$ cat src/sv/fpfa_pkg.sv
// Shared types and codes of the fixed partition fit allocator.
// Used by every module of the block; depends on nothing.
package fpfa_pkg;

   localparam int DEF_NUM_PARTITIONS = 128;
   localparam int DEF_SIZE_BITS      = 16;

   localparam logic [1:0] ACT_LOAD  = 2'd0;
   localparam logic [1:0] ACT_ALLOC = 2'd1;
   localparam logic [1:0] ACT_FREE  = 2'd2;

   localparam logic [1:0] FIT_FIRST = 2'd0;
   localparam logic [1:0] FIT_BEST  = 2'd1;
   localparam logic [1:0] FIT_WORST = 2'd2;

   localparam logic REG_FIT_MODE   = 1'b0;
   localparam logic REG_PART_COUNT = 1'b1;

   typedef struct packed {
      logic [1:0]  action;
      logic [6:0]  partition_index;
      logic [15:0] size_value;
   } req_word_type;

   typedef struct packed {
      logic       granted;
      logic [6:0] chosen_partition;
   } rsp_word_type;

   typedef struct packed {
      logic [1:0] fit_mode;
      logic [7:0] partition_count;
   } cfg_type;

   typedef struct packed {
      logic rd_en;
      logic size_we;
      logic taken_we;
      logic taken_wdata;
   } mem_ctl_type;

   typedef enum logic [2:0] {
      ST_IDLE,
      ST_CLEAR,
      ST_SCAN,
      ST_DRAIN,
      ST_FINISH
   } ctrl_state_type;

endpackage

$ cat src/sv/fixed_partition_fit_allocator.sv
// Top level of the fixed partition fit allocator: configuration registers,
// sequencer and partition table memories. Depends on fpfa_pkg and all fpfa_ modules.
//
// A load word is written to the tables as it is accepted. A free-all word is
// accepted, then one taken flag is cleared per cycle. An allocate word with a
// saturated partition count n scans the table: the scan reads one entry per
// cycle through the single read port of the size and taken memories, then the
// drain state empties the read pipeline and the finish state, once the result
// register is free, marks the winner and loads the result register (with n zero
// the scan and drain are skipped). A result waiting in the result register does
// not hold back the next load or free-all word. After reset every taken flag is
// cleared before the first word is accepted; configuration writes are taken throughout.
module fixed_partition_fit_allocator #(
   parameter int NUM_PARTITIONS = fpfa_pkg::DEF_NUM_PARTITIONS,
   parameter int SIZE_BITS      = fpfa_pkg::DEF_SIZE_BITS
) (
   input  logic                   clock,
   input  logic                   reset,
   input  logic                   req_valid,
   output logic                   req_ready,
   input  fpfa_pkg::req_word_type req_data,
   output logic                   rsp_valid,
   input  logic                   rsp_ready,
   output fpfa_pkg::rsp_word_type rsp_data,
   input  logic                   psel,
   input  logic                   penable,
   input  logic                   pwrite,
   input  logic [2:0]             paddr,
   input  logic [31:0]            pwdata,
   output logic [31:0]            prdata,
   output logic                   pready
);
   import fpfa_pkg::*;

   localparam int IDX_W = (NUM_PARTITIONS > 1) ? $clog2(NUM_PARTITIONS) : 1;

   cfg_type              cfg;
   mem_ctl_type          mem_ctl;
   logic [IDX_W-1:0]     rd_addr;
   logic [IDX_W-1:0]     size_waddr;
   logic [SIZE_BITS-1:0] size_wdata;
   logic [IDX_W-1:0]     taken_waddr;
   logic [SIZE_BITS-1:0] size_rdata;
   logic                 taken_rdata;

   fpfa_csr u_csr (
      .clock   (clock),
      .reset   (reset),
      .psel    (psel),
      .penable (penable),
      .pwrite  (pwrite),
      .paddr   (paddr),
      .pwdata  (pwdata),
      .prdata  (prdata),
      .pready  (pready),
      .cfg     (cfg)
   );

   fpfa_ctrl #(
      .NUM_PARTITIONS (NUM_PARTITIONS),
      .SIZE_BITS      (SIZE_BITS)
   ) u_ctrl (
      .clock       (clock),
      .reset       (reset),
      .cfg         (cfg),
      .req_valid   (req_valid),
      .req_ready   (req_ready),
      .req_data    (req_data),
      .rsp_valid   (rsp_valid),
      .rsp_ready   (rsp_ready),
      .rsp_data    (rsp_data),
      .mem_ctl     (mem_ctl),
      .rd_addr     (rd_addr),
      .size_waddr  (size_waddr),
      .size_wdata  (size_wdata),
      .taken_waddr (taken_waddr),
      .size_rdata  (size_rdata),
      .taken_rdata (taken_rdata)
   );

   fpfa_table #(
      .NUM_PARTITIONS (NUM_PARTITIONS),
      .SIZE_BITS      (SIZE_BITS)
   ) u_table (
      .clock       (clock),
      .mem_ctl     (mem_ctl),
      .rd_addr     (rd_addr),
      .size_waddr  (size_waddr),
      .size_wdata  (size_wdata),
      .taken_waddr (taken_waddr),
      .size_rdata  (size_rdata),
      .taken_rdata (taken_rdata)
   );

endmodule

$ cat src/sv/fpfa_csr.sv
// Configuration registers (fit mode, partition count) behind an APB-style port.
// Depends on fpfa_pkg.
module fpfa_csr (
   input  logic               clock,
   input  logic               reset,
   input  logic               psel,
   input  logic               penable,
   input  logic               pwrite,
   input  logic [2:0]         paddr,
   input  logic [31:0]        pwdata,
   output logic [31:0]        prdata,
   output logic               pready,
   output fpfa_pkg::cfg_type  cfg
);
   import fpfa_pkg::*;

   logic [1:0] fit_mode_ff, fit_mode_in;
   logic [7:0] count_ff, count_in;
   logic       wr_en;

   assign pready = 1'b1;
   assign wr_en  = psel && penable && pwrite && pready;

   always_comb begin
      fit_mode_in = fit_mode_ff;
      count_in    = count_ff;
      if (wr_en) begin
         case (paddr[2])
            REG_FIT_MODE:   fit_mode_in = pwdata[1:0];
            REG_PART_COUNT: count_in    = pwdata[7:0];
            default: ;
         endcase
      end
   end

   always_comb begin
      case (paddr[2])
         REG_FIT_MODE:   prdata = {30'b0, fit_mode_ff};
         REG_PART_COUNT: prdata = {24'b0, count_ff};
         default:        prdata = '0;
      endcase
   end

   always_ff @(posedge clock) begin
      if (reset) begin
         fit_mode_ff <= FIT_FIRST;
         count_ff    <= '0;
      end else begin
         fit_mode_ff <= fit_mode_in;
         count_ff    <= count_in;
      end
   end

   assign cfg.fit_mode        = fit_mode_ff;
   assign cfg.partition_count = count_ff;

endmodule

$ cat src/sv/fpfa_table.sv
// Partition size memory and taken-flag memory, one write and one registered
// read port each. Depends on fpfa_pkg.
module fpfa_table #(
   parameter int NUM_PARTITIONS = fpfa_pkg::DEF_NUM_PARTITIONS,
   parameter int SIZE_BITS      = fpfa_pkg::DEF_SIZE_BITS,
   localparam int IDX_W = (NUM_PARTITIONS > 1) ? $clog2(NUM_PARTITIONS) : 1
) (
   input  logic                  clock,
   input  fpfa_pkg::mem_ctl_type mem_ctl,
   input  logic [IDX_W-1:0]      rd_addr,
   input  logic [IDX_W-1:0]      size_waddr,
   input  logic [SIZE_BITS-1:0]  size_wdata,
   input  logic [IDX_W-1:0]      taken_waddr,
   output logic [SIZE_BITS-1:0]  size_rdata,
   output logic                  taken_rdata
);
   import fpfa_pkg::*;

   logic [SIZE_BITS-1:0] size_mem [NUM_PARTITIONS];
   logic                 taken_mem [NUM_PARTITIONS];

   always_ff @(posedge clock) begin
      if (mem_ctl.size_we) begin
         size_mem[size_waddr] <= size_wdata;
      end
      if (mem_ctl.rd_en) begin
         size_rdata <= size_mem[rd_addr];
      end
   end

   always_ff @(posedge clock) begin
      if (mem_ctl.taken_we) begin
         taken_mem[taken_waddr] <= mem_ctl.taken_wdata;
      end
      if (mem_ctl.rd_en) begin
         taken_rdata <= taken_mem[rd_addr];
      end
   end

endmodule

$ cat src/sv/fpfa_ctrl.sv
// Sequencer: load, free-all sweep, allocate scan with fit selection, result
// register. Depends on fpfa_pkg; drives the ports of fpfa_table.
module fpfa_ctrl #(
   parameter int NUM_PARTITIONS = fpfa_pkg::DEF_NUM_PARTITIONS,
   parameter int SIZE_BITS      = fpfa_pkg::DEF_SIZE_BITS,
   localparam int IDX_W = (NUM_PARTITIONS > 1) ? $clog2(NUM_PARTITIONS) : 1,
   localparam int CNT_W = $clog2(NUM_PARTITIONS + 1)
) (
   input  logic                   clock,
   input  logic                   reset,
   input  fpfa_pkg::cfg_type      cfg,
   input  logic                   req_valid,
   output logic                   req_ready,
   input  fpfa_pkg::req_word_type req_data,
   output logic                   rsp_valid,
   input  logic                   rsp_ready,
   output fpfa_pkg::rsp_word_type rsp_data,
   output fpfa_pkg::mem_ctl_type  mem_ctl,
   output logic [IDX_W-1:0]       rd_addr,
   output logic [IDX_W-1:0]       size_waddr,
   output logic [SIZE_BITS-1:0]   size_wdata,
   output logic [IDX_W-1:0]       taken_waddr,
   input  logic [SIZE_BITS-1:0]   size_rdata,
   input  logic                   taken_rdata
);
   import fpfa_pkg::*;

   ctrl_state_type       state_ff, state_in;
   logic [IDX_W-1:0]     clr_ff, clr_in;
   logic [IDX_W-1:0]     scan_ff, scan_in;
   logic [IDX_W-1:0]     eval_idx_ff, eval_idx_in;
   logic                 eval_vld_ff, eval_vld_in;
   logic [CNT_W-1:0]     n_ff, n_in;
   logic [SIZE_BITS-1:0] req_size_ff, req_size_in;
   logic                 found_ff, found_in;
   logic [IDX_W-1:0]     pick_ff, pick_in;
   logic [SIZE_BITS-1:0] best_ff, best_in;
   logic                 rsp_valid_ff, rsp_valid_in;
   rsp_word_type         rsp_ff, rsp_in;

   logic [CNT_W-1:0]     sat_count;
   logic                 slot_free;
   logic                 scan_last;
   logic                 clr_last;
   logic                 load_in_range;
   logic                 cand;

   assign sat_count = (int'(cfg.partition_count) > NUM_PARTITIONS) ?
                      CNT_W'(NUM_PARTITIONS) : CNT_W'(cfg.partition_count);
   assign slot_free     = !rsp_valid_ff || rsp_ready;
   assign scan_last     = (CNT_W'(scan_ff) + CNT_W'(1)) == n_ff;
   assign clr_last      = clr_ff == IDX_W'(NUM_PARTITIONS - 1);
   assign load_in_range = int'(req_data.partition_index) < NUM_PARTITIONS;
   assign cand          = !taken_rdata && (size_rdata >= req_size_ff);

   always_comb begin
      state_in = state_ff;
      case (state_ff)
         ST_IDLE: begin
            if (req_valid) begin
               if (req_data.action == ACT_ALLOC) begin
                  state_in = (sat_count == '0) ? ST_FINISH : ST_SCAN;
               end else if (req_data.action == ACT_FREE) begin
                  state_in = ST_CLEAR;
               end
            end
         end
         ST_CLEAR: begin
            if (clr_last) state_in = ST_IDLE;
         end
         ST_SCAN: begin
            if (scan_last) state_in = ST_DRAIN;
         end
         ST_DRAIN:  state_in = ST_FINISH;
         ST_FINISH: begin
            if (slot_free) state_in = ST_IDLE;
         end
         default:   state_in = ST_IDLE;
      endcase
   end

   always_comb begin
      req_ready           = 1'b0;
      mem_ctl             = '0;
      rd_addr             = scan_ff;
      size_waddr          = IDX_W'(req_data.partition_index);
      size_wdata          = SIZE_BITS'(req_data.size_value);
      taken_waddr         = IDX_W'(req_data.partition_index);
      case (state_ff)
         ST_IDLE: begin
            req_ready = 1'b1;
            if (req_valid && req_data.action == ACT_LOAD && load_in_range) begin
               mem_ctl.size_we  = 1'b1;
               mem_ctl.taken_we = 1'b1;
            end
         end
         ST_CLEAR: begin
            mem_ctl.taken_we = 1'b1;
            taken_waddr      = clr_ff;
         end
         ST_SCAN: mem_ctl.rd_en = 1'b1;
         ST_FINISH: begin
            mem_ctl.taken_we    = slot_free && found_ff;
            mem_ctl.taken_wdata = 1'b1;
            taken_waddr         = pick_ff;
         end
         default: ;
      endcase
   end

   always_comb begin
      clr_in       = clr_ff;
      scan_in      = scan_ff;
      eval_idx_in  = scan_ff;
      eval_vld_in  = 1'b0;
      n_in         = n_ff;
      req_size_in  = req_size_ff;
      found_in     = found_ff;
      pick_in      = pick_ff;
      best_in      = best_ff;
      rsp_valid_in = rsp_valid_ff && !rsp_ready;
      rsp_in       = rsp_ff;
      case (state_ff)
         ST_IDLE: begin
            if (req_valid && req_data.action == ACT_ALLOC) begin
               scan_in     = '0;
               n_in        = sat_count;
               req_size_in = SIZE_BITS'(req_data.size_value);
               found_in    = 1'b0;
               pick_in     = '0;
            end else if (req_valid && req_data.action == ACT_FREE) begin
               clr_in = '0;
            end
         end
         ST_CLEAR: clr_in = clr_ff + IDX_W'(1);
         ST_SCAN: begin
            eval_vld_in = 1'b1;
            scan_in     = scan_ff + IDX_W'(1);
         end
         ST_FINISH: begin
            if (slot_free) begin
               rsp_valid_in            = 1'b1;
               rsp_in.granted          = found_ff;
               rsp_in.chosen_partition = found_ff ? 7'(pick_ff) : 7'd0;
            end
         end
         default: ;
      endcase
      if (eval_vld_ff && cand) begin
         if (!found_ff) begin
            found_in = 1'b1;
            pick_in  = eval_idx_ff;
            best_in  = size_rdata;
         end else begin
            case (cfg.fit_mode)
               FIT_BEST: begin
                  if (size_rdata <= best_ff) begin
                     pick_in = eval_idx_ff;
                     best_in = size_rdata;
                  end
               end
               FIT_WORST: begin
                  if (size_rdata >= best_ff) begin
                     pick_in = eval_idx_ff;
                     best_in = size_rdata;
                  end
               end
               default: ;
            endcase
         end
      end
   end

   always_ff @(posedge clock) begin
      if (reset) begin
         state_ff     <= ST_CLEAR;
         clr_ff       <= '0;
         scan_ff      <= '0;
         eval_vld_ff  <= 1'b0;
         n_ff         <= '0;
         found_ff     <= 1'b0;
         rsp_valid_ff <= 1'b0;
      end else begin
         state_ff     <= state_in;
         clr_ff       <= clr_in;
         scan_ff      <= scan_in;
         eval_vld_ff  <= eval_vld_in;
         n_ff         <= n_in;
         found_ff     <= found_in;
         rsp_valid_ff <= rsp_valid_in;
      end
   end

   always_ff @(posedge clock) begin
      eval_idx_ff <= eval_idx_in;
      req_size_ff <= req_size_in;
      pick_ff     <= pick_in;
      best_ff     <= best_in;
      rsp_ff      <= rsp_in;
   end

   assign rsp_valid = rsp_valid_ff;
   assign rsp_data  = rsp_ff;

endmodule
$ cat config.mk
export PLATFORM = sky130hd
export DESIGN_NAME = fixed_partition_fit_allocator
export DESIGN_NICKNAME = d
export VERILOG_FILES = /design/src/sv/fpfa_pkg.sv /design/src/sv/fixed_partition_fit_allocator.sv /design/src/sv/fpfa_csr.sv /design/src/sv/fpfa_table.sv /design/src/sv/fpfa_ctrl.sv
export SDC_FILE = /design/constraint.sdc
export NUM_CORES = 2
export LEC_CHECK = 0
export ABC_AREA = 0
export BUFFER_PORTS_ARGS = -buffer_cell sky130_fd_sc_hd__buf_2
export CORE_ASPECT_RATIO = 1.2
export CORE_MARGIN = 1
export CORE_UTILIZATION = 30
export CTS_BUF_LIST = sky130_fd_sc_hd__clkbuf_4 sky130_fd_sc_hd__clkbuf_8 sky130_fd_sc_hd__clkbuf_16
export CTS_CLUSTER_DIAMETER = 80
export DETAILED_ROUTE_END_ITERATION = 12
export PLACE_DENSITY = 0.45
export SKIP_LAST_GASP = 1
export SYNTH_ARGS = -nofsm -noshare
export SYNTH_HDL_FRONTEND = slang
export SYNTH_HIERARCHICAL = 1
export SYNTH_SLANG_ARGS = --single-unit
$ cat constraint.sdc
create_clock -name clock -period 13.3 [get_ports clock]
set_input_delay 0.665 -clock clock [delete_from_list [all_inputs] [get_ports clock]]
set_output_delay 0.665 -clock clock [all_outputs]
set_load 0.05 [all_outputs]
==> metrics <==
Pins Over Slew Limit=0; final wirelength=231,000 µm; fin crit share=36.6%; vias in the first global route=42.7k; DR DRC count=0; EDFF count, synth=2,233; worst clock skew=0.0235 ns; Final setup viols=0; Die Y=600 µm; min Tclk post-route=4.87 ns; # clock sinks=2,285; Setup CP Type=reg -> reg; predominant post-synthesis flop cell=edfxtp_1; Hold WS=0.0825 ns; largest net degree at the start of global routing=135; critical path endpoint category=flip-flop; Unique masters post-synth=57; Leak=0.0303 µW; Hold Buf Count CTS=0; final setup TNS=0 ns; drt pass-1 iters=5; Fill cells=27.7k; Max Buffers Root-to-Sink=4; max-cap viol count=0; global-route wire length before repair=328,000 µm; # resized after CTS=0; final setup margin=8.43 ns; RSZ-0062 raised after global routing=no; placement row count=219; Yosys warning count=6; global route overflow=0; Post-DP HPWL=129,000 µm; die area=300,000 µm²; critical path data arrival time=5.47 ns; multi-input logic area=20,000 µm²; Yosys reg bits=2,285; CTS root buffer=clkbuf_16; CTS tree=built; register area share after synthesis=76.2%; routability cong.=0.746; Max Freq=205 MHz; PwrDens=141 nW/µm²; CP most frequent cell=mux4_2; share of cells above drive strength 1=31.0%; post-CTS setup buffer count=0; Worst-Margin Slew=1.21 ns; Max stage delay cell, worst path=dfxtp_4; Post-synth ARST share=0%; Worst slew margin=19.5%; CTS Buf Count=225; cell chain of the critical path=buf_4, buf_12, mux4_2, mux4_2, mux4_2, mux2_2; Yosys top cell area share=75.1%; outcome=finished, final reports clean; Post-DRT Antenna Nets=0; Initial Util=30.1%; initial antenna violation count=17; Die X=500 µm; Req. time, crit path=13.90 ns; worst hold path class=in -> reg; IR drop worst, VDD=0.0969 mV; first-iteration detailed-routing DRC count=3,330; CP Max Fanout=123; Vias=40.7k; Bufs and invs on worst path=2; global-route usage over all layers=15.3%; clk_lat worst skew=0.86 ns; nets=4,305; area grow syn2layout=14.5%; clock slew at reported path FFs=0.06 ns; Post-Syn Area=89,300 µm²; CP top delay family=multiplexers; I/O pins=110; area leader, netlist=edfxtp_1; Cells after Synth=3,967; ranking of synthesized cells by area=edfxtp_1 (75%), mux4_2 (18%), nor2_1 (1.3%); vias per inst=4.87; synthesized area per cell=22.5 µm²; # H-tree levels=4; core area=296,000 µm²; CP max stage delay=0.91 ns; crit start category=flip-flop; FF/Latch Area=68,100 µm²; post-place setup slack=8.37 ns; Final Hold Fails=0; wire per inst=27.7 µm; port buffer count=58
[through the flow]
stage	utilization [%]	cell area (µm²)	power, µW	instances
floorplan	-	89400	8150	3990
global placement	32.0	95000	8230	7950
detailed placement	32.0	95000	8230	7950
CTS	34.5	102000	14700	8347
global route	34.5	102000	14900	8348
finish	34.5	102000	14500	8350
[flip-flops by register name, summed over array words and instances, names as in the netlist, 8 cells and up]
name	count
u_ctrl/rsp_data	8
u_ctrl/n_ff	8
u_csr/count_ff	8
u_table/size_rdata	16
u_ctrl/best_ff	16
u_ctrl/req_size_ff	16
u_table/size_mem	2048
u_table/taken_mem	128
[synth_stat cells, drive strengths merged (2+ instances only)]
cell,instances
inv,40
nor4,5
o21ai,14
conb,2
and3,3
and4,2
nand2,72
mux2,22
a21o,2
xor2,6
nand3,31
edfxtp,2233
nor2b,17
nand3b,3
and2,16
nor3,11
nand4,9
xnor2,7
a211oi,4
buf,121
nor2,301
ha,39
dfxtp,52
nor3b,8
mux4,714
a22oi,10
mux2i,11
clkbuf,130
a221oi,2
a21oi,34
nand2b,26
o2bb2ai,7
[placed cells by master, fill, tap and decap left out, types with 9 or more instances in the layout]
cell and count:
o21ai_0 12, nor2b_1 17, and2_1 10, ha_1 39
nor2_2 16, nand3_1 30, buf_2 42, conb_1 25
dfxtp_1 46, nand2_1 72, mux2i_1 11, nor2_1 277
clkbuf_4 36, a21oi_1 33, bufinv_16 24, mux2_2 21
buf_4 185, nand2b_1 26, clkinv_1 57, clkbuf_16 229
inv_1 40, nand4_1 9, nor3_1 9, a22oi_1 10
mux4_2 714, edfxtp_1 2233, clkinv_2 37
[power by group]
group | leakage, µW | internal (µW) | switching (µW)
Clock | 0.00361 | 3680 | 2710
Combinational | 0.00623 | 19.0 | 165
Sequential | 0.0205 | 7890 | 2.31
[kinds of logic after synthesis]
group                    Yosys count  synth area share (%)
adder cells (fa/ha/maj)           39                 0.546
multiplexers                     747                  18.4
flip-flops                      2285                  76.2
buffers and inverters            291                  1.56
other                              2               0.00841
AO/OA/AOI/OAI                     81                 0.600
XOR/XNOR                          13                 0.127
AND/OR/NAND/NOR                  509                  2.51
[metal layers]
metal  track usage [%]  up-vias  part of all wire [%]
met4              4.10        0                   2.5
met5                 0        -                     0
met2              26.2      910                    50
li1                  -    17000                     -
met3              1.92      288                   4.1
met1              20.6    22500                    43
[area by class of cell]
type	count	area share [%]
sequential	2285	66.6
multi-input combinational	1414	19.6
clock buffer	268	5.91
tap	3978	4.87
timing repair buffer	233	1.68
clock inverter	129	1.19
inverter	40	0.147
antenna	3	0.00734
[final timing paths]
kind / start / to / slack (ns) / depth (start not counted)
min reg2reg: u_ctrl/eval_idx_ff[1] / u_ctrl/pick_ff[1] / 0.43 / 1
max reg2reg: u_ctrl/rd_addr[2] / u_table/size_rdata[9] / 8.43 / 6
min: pwdata[3] / u_csr/count_ff[3] / 0.08 / 3
max: u_ctrl/rd_addr[2] / u_table/size_rdata[9] / 8.43 / 6
[worst register-to-register path, stage by stage (launching register included)]
cell and delay (ns):
dfxtp_4 0.91, buf_4 0.87, buf_12 0.64, mux4_2 0.65, mux4_2 0.57, mux4_2 0.66, mux2_2 0.33
Note: power is estimated with default switching activity, not from simulation.
